$ cat src/sv/xbfd_pkg.sv
// Shared types and constants of the x86 branch filter decoder.
`default_nettype none

package xbfd_pkg;

  // Payload of one input beat.
  typedef struct packed {
    logic [7:0] data_byte;
    logic       stream_end;
  } in_item_t;

  // Payload of one output beat.
  typedef struct packed {
    logic [7:0] out_byte;
    logic       run_end;
    logic       out_stream_end;
  } out_item_t;

  // Window sizes: one instruction is an opcode plus a 32-bit operand.
  localparam int WinLen    = 5;
  localparam int PendDepth = 4;

  // Opcodes and operand top bytes that mark a rewritable branch.
  localparam logic [7:0] OpCall  = 8'hE8;
  localparam logic [7:0] OpJump  = 8'hE9;
  localparam logic [7:0] TopZero = 8'h00;
  localparam logic [7:0] TopOnes = 8'hFF;

  // Instruction length, added to the offset of the opcode.
  localparam logic [31:0] InsnLen = 32'd5;

endpackage

`default_nettype wire

$ cat src/sv/xbfd_in_if.sv
// Input channel of the x86 branch filter decoder.
`default_nettype none

interface xbfd_in_if;
  import xbfd_pkg::*;

  logic     valid;
  logic     ready;
  in_item_t data;

  modport source (output valid, output data, input ready);
  modport sink (input valid, input data, output ready);
endinterface

`default_nettype wire

$ cat src/sv/xbfd_out_if.sv
// Output channel of the x86 branch filter decoder.
`default_nettype none

interface xbfd_out_if;
  import xbfd_pkg::*;

  logic      valid;
  logic      ready;
  out_item_t data;

  modport source (output valid, output data, input ready);
  modport sink (input valid, input data, output ready);
endinterface

`default_nettype wire

$ cat src/sv/x86_branch_filter_decoder.sv
// Top level of the x86 branch filter decoder: window, operand rewrite and output buffer.
`default_nettype none

// Inverse x86 call/jump filter. Bytes enter on din, one per beat, and are
// registered; from the input register one pass of logic builds the five-byte
// window, rewrites the operand of an E8/E9 branch and loads every byte that
// the beat releases into a five-entry output buffer, which drains on dout one
// byte per cycle while dout is ready. A beat that releases no byte never
// waits, so the block takes one byte per cycle while dout keeps up; a beat
// that releases bytes waits in the input register until the buffer holds at
// most its last byte being taken. A rewritten branch releases five bytes at
// once; the four beats that refill the window release none and cover its
// drain, so din stalls only when dout holds off or an end mark arrives while
// the buffer is still draining. A released byte passes the input register and
// then the output buffer on its way to dout. No clearing pass follows reset.
module x86_branch_filter_decoder (
  input  logic          clk,
  input  logic          rst,
  xbfd_in_if.sink       din,
  xbfd_out_if.source    dout
);
  import xbfd_pkg::*;

  // Input register.
  logic     in_vld;
  in_item_t in_data;

  // Window state.
  logic [7:0]  pend [PendDepth];
  logic [2:0]  pend_cnt;
  logic [31:0] head_off;

  // Output buffer, oldest byte in entry zero.
  logic [7:0] obuf [WinLen];
  logic [2:0] orem;
  logic       olast;

  // Combinational window pass.
  logic [2:0]  held;
  logic        full;
  logic        match;
  logic [7:0]  win [WinLen];
  logic [7:0]  res [WinLen];
  logic [31:0] src;
  logic [31:0] dst;
  logic [2:0]  nres;
  logic [2:0]  pend_cnt_next;
  logic [31:0] head_off_next;
  logic [7:0]  pend_next [PendDepth];
  logic        obuf_free;
  logic        retire;
  logic        load;
  logic        pop;

  // Build the window: held bytes first, then the new byte at the fill point.
  always_comb begin
    held = (pend_cnt > 3'(PendDepth)) ? 3'(PendDepth) : pend_cnt;
    for (int i = 0; i < PendDepth; i++) begin
      win[i] = (3'(i) == held) ? in_data.data_byte : pend[i];
    end
    win[PendDepth] = in_data.data_byte;
    full  = (held == 3'(PendDepth));
    match = full && (win[0] == OpCall || win[0] == OpJump) &&
            (win[4] == TopZero || win[4] == TopOnes);
    src = {win[4], win[3], win[2], win[1]};
    dst = src - (head_off + InsnLen);
  end

  // Released bytes and the next window state.
  always_comb begin
    res[0] = win[0];
    res[1] = match ? dst[7:0]   : win[1];
    res[2] = match ? dst[15:8]  : win[2];
    res[3] = match ? dst[23:16] : win[3];
    res[4] = match ? dst[31:24] : win[4];

    if (full) begin
      nres = (match || in_data.stream_end) ? 3'(WinLen) : 3'd1;
    end else begin
      nres = in_data.stream_end ? (held + 3'd1) : 3'd0;
    end

    // A non-branch full window drops its oldest byte; one that is not full just grows.
    for (int i = 0; i < PendDepth; i++) begin
      pend_next[i] = full ? win[i + 1] : win[i];
    end

    if (in_data.stream_end || match) begin
      pend_cnt_next = 3'd0;
    end else if (full) begin
      pend_cnt_next = 3'(PendDepth);
    end else begin
      pend_cnt_next = held + 3'd1;
    end

    if (in_data.stream_end) begin
      head_off_next = 32'd0;
    end else if (match) begin
      head_off_next = head_off + InsnLen;
    end else if (full) begin
      head_off_next = head_off + 32'd1;
    end else begin
      head_off_next = head_off;
    end
  end

  // Handshake control.
  assign pop       = dout.valid && dout.ready;
  assign obuf_free = (orem == 3'd0) || (orem == 3'd1 && dout.ready);
  assign retire    = in_vld && (nres == 3'd0 || obuf_free);
  assign load      = retire && (nres != 3'd0);
  assign din.ready = !in_vld || retire;

  // Output beat comes from the head of the buffer.
  assign dout.valid               = (orem != 3'd0);
  assign dout.data.out_byte       = obuf[0];
  assign dout.data.run_end        = (orem == 3'd1);
  assign dout.data.out_stream_end = (orem == 3'd1) && olast;

  // Control registers.
  always_ff @(posedge clk) begin
    if (rst) begin
      in_vld   <= 1'b0;
      pend_cnt <= 3'd0;
      head_off <= 32'd0;
      orem     <= 3'd0;
    end else begin
      if (din.valid && din.ready) begin
        in_vld <= 1'b1;
      end else if (retire) begin
        in_vld <= 1'b0;
      end
      if (retire) begin
        pend_cnt <= pend_cnt_next;
        head_off <= head_off_next;
      end
      if (load) begin
        orem <= nres;
      end else if (pop) begin
        orem <= orem - 3'd1;
      end
    end
  end

  // Payload registers.
  always_ff @(posedge clk) begin
    if (din.valid && din.ready) begin
      in_data <= din.data;
    end
    if (retire) begin
      for (int i = 0; i < PendDepth; i++) begin
        pend[i] <= pend_next[i];
      end
    end
    if (load) begin
      for (int i = 0; i < WinLen; i++) begin
        obuf[i] <= res[i];
      end
      olast <= in_data.stream_end;
    end else if (pop) begin
      for (int i = 0; i < WinLen - 1; i++) begin
        obuf[i] <= obuf[i + 1];
      end
    end
  end

`ifndef SYNTHESIS
  // The buffer never holds more than one window.
  a_orem_bound: assert property (@(posedge clk) disable iff (rst)
    orem <= 3'(WinLen))
    else $error("output buffer count out of range");

  // The window never holds more than four pending bytes.
  a_pend_bound: assert property (@(posedge clk) disable iff (rst)
    pend_cnt <= 3'(PendDepth))
    else $error("pending byte count out of range");

  // A beat that releases bytes shows on dout in the next cycle.
  a_load_shows: assert property (@(posedge clk) disable iff (rst)
    load |=> dout.valid)
    else $error("loaded bytes not presented");

  // A beat held in the input register keeps its payload.
  a_hold_stable: assert property (@(posedge clk) disable iff (rst)
    in_vld && !retire |=> in_vld && $stable(in_data))
    else $error("held input beat changed");
`endif

endmodule

`default_nettype wire

$ cat src/flat_wrapper.sv
// flat-port wrapper written by rule: the top's interface ports become plain ports
module x86_branch_filter_decoder_flat import xbfd_pkg::*;
  (clk, rst, din_valid, din_data, din_ready, dout_valid, dout_data, dout_ready);
  xbfd_in_if din_i ();
  xbfd_out_if dout_i ();
  input  logic clk;
  input  logic rst;
  input wire logic [$bits(din_i.valid)-1:0] din_valid;
  input wire logic [$bits(din_i.data)-1:0] din_data;
  output wire logic [$bits(din_i.ready)-1:0] din_ready;
  output wire logic [$bits(dout_i.valid)-1:0] dout_valid;
  output wire logic [$bits(dout_i.data)-1:0] dout_data;
  input wire logic [$bits(dout_i.ready)-1:0] dout_ready;
  assign din_i.valid = din_valid;
  assign din_i.data = din_data;
  assign din_ready = din_i.ready;
  assign dout_valid = dout_i.valid;
  assign dout_data = dout_i.data;
  assign dout_i.ready = dout_ready;
  x86_branch_filter_decoder u_core (.clk(clk), .rst(rst), .din(din_i), .dout(dout_i));
endmodule
$ cat config.mk
export PLATFORM = sky130hd
export DESIGN_NAME = x86_branch_filter_decoder_flat
export DESIGN_NICKNAME = d
export VERILOG_FILES = /design/src/sv/xbfd_pkg.sv /design/src/sv/xbfd_in_if.sv /design/src/sv/xbfd_out_if.sv /design/src/sv/x86_branch_filter_decoder.sv /design/src/flat_wrapper.sv
export SDC_FILE = /design/constraint.sdc
export NUM_CORES = 1
export LEC_CHECK = 0
export BUFFER_PORTS_ARGS = -buffer_cell sky130_fd_sc_hd__buf_4
export CORE_ASPECT_RATIO = 0.5
export CORE_MARGIN = 4
export CORE_UTILIZATION = 25
export CTS_BUF_LIST = sky130_fd_sc_hd__clkbuf_8
export CTS_CLUSTER_SIZE = 16
export DETAILED_ROUTE_END_ITERATION = 10
export PLACE_DENSITY_LB_ADDON = 0.3
export SETUP_SLACK_MARGIN = 0.15
export SLEW_MARGIN = 20
export SYNTH_ARGS = -nofsm -noshare
export SYNTH_HDL_FRONTEND = slang
export SYNTH_SLANG_ARGS = --single-unit
export TNS_END_PERCENT = 50
$ cat constraint.sdc
create_clock -name clk -period 8.13 [get_ports clk]
set_clock_uncertainty 0.05 [all_clocks]
set_input_delay 1.626 -clock clk [delete_from_list [all_inputs] [get_ports clk]]
set_output_delay 1.626 -clock clk [all_outputs]
set_load 0.01 [all_outputs]
### After elaboration in Yosys (flattened, before gate mapping)

Memories as Yosys holds them, arrays and structs flattened.
Cells that the tools add are included.
W data, S select, Z words.

| cells by class | value |
|---|---|
| add/sub/neg operators | 5 |
| reduce and logical (&&, ||, !) cells | 25 |
| order comparisons | 1 |
| bitwise operators | 4 |
| equal/unequal tests | 8 |
| muxes and demuxes | 36 |

Operators with widths:

| cell | count |
|---|---|
| $mux W8 | 16 |
| $mux W32 | 3 |
| $add A32 B1 Y32 const B | 1 |
| $add A32 B3 Y32 const B | 1 |
| $sub A32 B32 Y32 | 1 |
| $eq A8 B8 Y1 const B | 3 |
| $mux W3 | 8 |
| $logic_not A3 Y1 | 3 |
| $mux W1 | 9 |
| $reduce_bool A3 Y1 | 3 |
| $logic_and A1 B1 Y1 | 8 |
| $logic_not A8 Y1 | 1 |
| $eq A2 B3 Y1 const A | 2 |
| $logic_or A1 B1 Y1 | 6 |
| $or A1 B1 Y1 | 4 |
| $reduce_bool A2 Y1 | 2 |
| $add A3 B1 Y3 const B | 1 |
| $eq A1 B3 Y1 const A | 1 |
| $eq A3 B1 Y1 const B | 1 |
| $eq A3 B3 Y1 const B | 1 |
| $gt A3 B3 Y1 const B | 1 |
| $sub A3 B1 Y3 const B | 1 |
| $reduce_and A2 Y1 | 1 |
| $logic_not A1 Y1 | 1 |

| word-level totals | value |
|---|---|
| input port bits | 13 |
| bits in writable memories | 72 |
| register bits after elaboration | 49 |
| memories kept | 2 |

Memories:

| memory | depth | width | read ports | clocked after memory_dff | write ports | line | source |
|---|---|---|---|---|---|---|---|
| u_core.obuf | 5 | 8 | 5 | 0 | 5 | x86_branch_filter_decoder.sv:34 | `logic [7:0] obuf [WinLen];` |
| u_core.pend | 4 | 8 | 4 | 0 | 4 | x86_branch_filter_decoder.sv:29 | `logic [7:0] pend [PendDepth];` |

### Logic depth before layout (Yosys ltp)

| depth | value |
|---|---|
| word-level depth | 18 |
| gate-level depth with buffers | 18 |
| mapped depth without buffers | 17 |

### Least setup slack after synthesis

No wires, ideal clock.

| timing path | value |
|---|---|
| kind | reg2reg |
| from | register u_core.pend_cnt[2] |
| to | memory u_core.obuf[4][6], in the netlist u_core.obuf[1][6] (data pin) |
| cell stages (with the launch flop) | 18 |
| slack | 3.977 ns |
| period minus slack after synthesis | 4.153 ns |
| buffers on the path | 3 |
| data arrival time | 3.835 ns |
| cells stage by stage | dfxtp_1 -> buf_2 -> inv_2 -> buf_1 -> and3_1 -> ha_1 -> clkbuf_1 -> mux2_2 -> ha_1 -> a21o_1 -> a21o_1 -> a2111oi_0 -> o22a_1 -> o31ai_1 -> a311oi_1 -> a21oi_1 -> xnor2_1 -> o21ai_0 |

RTL lines:

| what | line | source |
|---|---|---|
| from (decl) | x86_branch_filter_decoder.sv:30 | `logic [2:0] pend_cnt;` |
| from (signal assigned) | x86_branch_filter_decoder.sv:134 | `pend_cnt <= pend_cnt_next;` |
| to (decl) | x86_branch_filter_decoder.sv:34 |  |

==> flow_metrics.env <==
export IMPL_status="finished, final reports clean"
export IMPL_synthDominantCellAreaShare=0.301
export IMPL_htreeDepth=4
export IMPL_routed_wl_um=24100
export IMPL_final_nets=975
export IMPL_worstSkewPairLatency_ps=450
export IMPL_setup_viol=0
export IMPL_diodes=0
export IMPL_maxSlewHeadroom=0.419
export IMPL_cap_violations=0
export IMPL_rows=46
export IMPL_post_synth_top_count_cell="nor2_1"
export IMPL_dieArea_um2=35900
export IMPL_dieWidth_um=264
export IMPL_synth_distinct_cells=57
export IMPL_port_buffers=24
export IMPL_hp_class="reg2reg"
export IMPL_tritoncts="yes"
export IMPL_cp_arrival_ps=5490
export IMPL_firstDrtPassIters=7
export IMPL_post_place_ws_ps=2890
export IMPL_dp_cells=1338
export IMPL_post_route_period_util=0.659
export IMPL_drive_above_1_share=0.115
export IMPL_slowest_stage="nor2_1"
export IMPL_syn_nets=982
export IMPL_yosys_area_top_type="edfxtp_1"
export IMPL_vias_per_cell=4.96
export IMPL_syn_inst=932
export IMPL_required_ps=8260
export IMPL_hpwlAfterDp_um=17300
export IMPL_timing_fmax_mhz=187
export IMPL_rsz0062_at_grt="false"
export IMPL_instances_no_fill=1370
export IMPL_ys_seq_area_frac=0.396
export IMPL_core_area_um2=32000
export IMPL_chipHeight_um=136
export IMPL_vdd_drop_max_mv=0.123
export IMPL_clkSinkCount=121
export IMPL_area_growth_pct=11.0
export IMPL_gp_congestion=0.895
export IMPL_worstSetupEndpointType="flip-flop"
export IMPL_holdWs_ps=455
export IMPL_powerDensity_nw_per_um2=226
export IMPL_cts_hold_buf=0
export IMPL_synthTopCellsByArea="edfxtp_1 (30%), dfxtp_1 (9.5%), nor2_1 (6.4%)"
export IMPL_ctsResizeCount=0
export IMPL_yosys_top_cells_count="nor2_1 (139), a21oi_1 (96), edfxtp_1 (82)"
export IMPL_worst_slack_ps=2770
export IMPL_p_leak_nw=3.13
export IMPL_power_total_w=0.00205
export IMPL_grt_antenna_before_repair=2
export IMPL_cts_root_buf="clkbuf_8"
export IMPL_path_clk_slew_ps=80
export IMPL_cts_path_max_buffers=2
export IMPL_min_period_ps=5360
export IMPL_synth_top_flop_cell="edfxtp_1"
export IMPL_setup_tns_ps=0
export IMPL_synth_warnings=0
export IMPL_grt_pass1_vias=6505
export IMPL_nFillCells=3440
export IMPL_grt_start_max_net_pins=67
export IMPL_max_slew_worst_pin_slew_ps=868
export IMPL_cts_buffers=17
export IMPL_synth_edf_count=82
export IMPL_ys_async_sr_fraction=0
export IMPL_overflow=0
export IMPL_cpPeakStageDelay_ps=700
export IMPL_route_vias_total=6799
export IMPL_criticalPathCategory="reg2reg"
export IMPL_worstSetupStartpointType="flip-flop"
export IMPL_drc=0
export IMPL_ys_seq_elements=121
export IMPL_netlist_area_um2=8190
export IMPL_synth_area_per_cell_um2=8.79
export IMPL_cts_setup_buffers=0
export IMPL_drv_slew=0
export IMPL_initial_core_util=0.256
export IMPL_cp_cell_sequence="inv_2, nand2_1, nor2_1, mux2_2, inv_1, ha_1, fa_1, nor2b_1, o21a_1, o21a_1, o31a_1, nor2_1, o31ai_1, a311oi_1, a21oi_1, xnor2_1, o21ai_0"
export IMPL_antenna_left=0
export IMPL_drt_initial_drc_count=563
export IMPL_ios=25
export IMPL_hold_viol=0
export IMPL_worst_path_max_fanout=45
export IMPL_wl_per_cell_um=17.6
export IMPL_track_usage=0.134
export IMPL_grt_pass1_wl_um=37900
[path summary, 6_finish.rpt]
check	start	to	slack, ps	cells after the start
setup / recovery	u_core.pend_cnt[2]$_SDFFE_PP0P_	u_core.obuf[1][6]$_DFFE_PP_	2770	17
hold / removal	u_core.head_off[31]$_SDFFE_PP0P_	u_core.head_off[31]$_SDFFE_PP0P_	450	2
setup reg to reg	u_core.pend_cnt[2]$_SDFFE_PP0P_	u_core.obuf[1][6]$_DFFE_PP_	2770	17
hold reg to reg	u_core.head_off[31]$_SDFFE_PP0P_	u_core.head_off[31]$_SDFFE_PP0P_	450	2
[flip-flops by register name, indices dropped and copies added, names as in the netlist]
signal           flops
u_core.obuf         40
u_core.head_off     32
u_core.pend         32
u_core.in_data       9
u_core.orem          3
u_core.pend_cnt      3
u_core.in_vld        1
u_core.olast         1
[cell type report]
type                    count  area (um2)  share of cell area
repair buffers             33         248              0.0272
flip-flops and latches    121        3240               0.357
multi-input cells         734        4620               0.508
well taps                 432         541              0.0594
clock buffers              17         234              0.0257
inverters                  18        67.6             0.00743
clock inverters            15         138              0.0151
[where the power goes]
part	switching (W)	total, W	internal [W]	leakage [nW]
clock	0.000266	0.000533	0.000267	0.191
combinational	0.000401	0.000641	0.000240	1.85
sequential	0.0000510	0.000877	0.000826	1.08
[kinds of logic (layout without fill, tap and decap cells)]
logic type      Yosys count  after routing  share of synthesized area
compound gates          250            250                      0.179
xor+xnor                 57             57                     0.0609
fa+ha+maj                39             39                     0.0599
buf+inv                  77             83                     0.0399
flops                   121            121                      0.396
mux                      54             54                     0.0722
simple gates            334            334                      0.192
[critical path, delay by kind of cell (launching register included)]
family	cells	cell delay, ps
compound gates	7	1520
simple gates	4	1150
buf+inv	2	730
fa+ha+maj	2	630
flops	1	530
mux	1	320
xor+xnor	1	140
[through the flow]
stage,cell area (um2),util
floorplan,8190,-
global placement,8720,0.273
detailed placement,8720,0.273
CTS,9090,0.284
global route,9090,0.284
finish,9090,0.284
[cells in the final DEF (no fill, tap or decap), types with 3 or more instances in the layout]
cell type / count
nor2_1: 139
a21oi_1: 96
edfxtp_1: 82
o21ai_0: 73
nand2_1: 65
mux2_2: 41
xnor2_1: 41
dfxtp_1: 39
ha_1: 36
buf_4: 33
nand3_1: 20
inv_1: 20
nand4_1: 18
a21o_1: 17
clkbuf_8: 17
nor3_1: 16
xor2_1: 16
or3_1: 16
a31oi_1: 15
nor2b_1: 13
mux2i_1: 13
and3_1: 10
and2_1: 9
o21a_1: 7
nand2b_1: 6
and4_1: 6
nor3b_1: 5
a221oi_1: 5
o21ai_1: 4
o31a_1: 4
a211oi_1: 4
a41oi_1: 4
a22oi_1: 4
nor4_1: 3
clkinvlp_4: 3
[per-layer routing]
metal | track usage | wire, um | share of wire
met3 | 0.0315 | 1500 | 0.062
met5 | 0 | 22 | 0.00091
met1 | 0.182 | 11400 | 0.47
met2 | 0.210 | 10500 | 0.44
met4 | 0.0489 | 731 | 0.030
No activity file was read; power rests on OpenSTA's default activity.
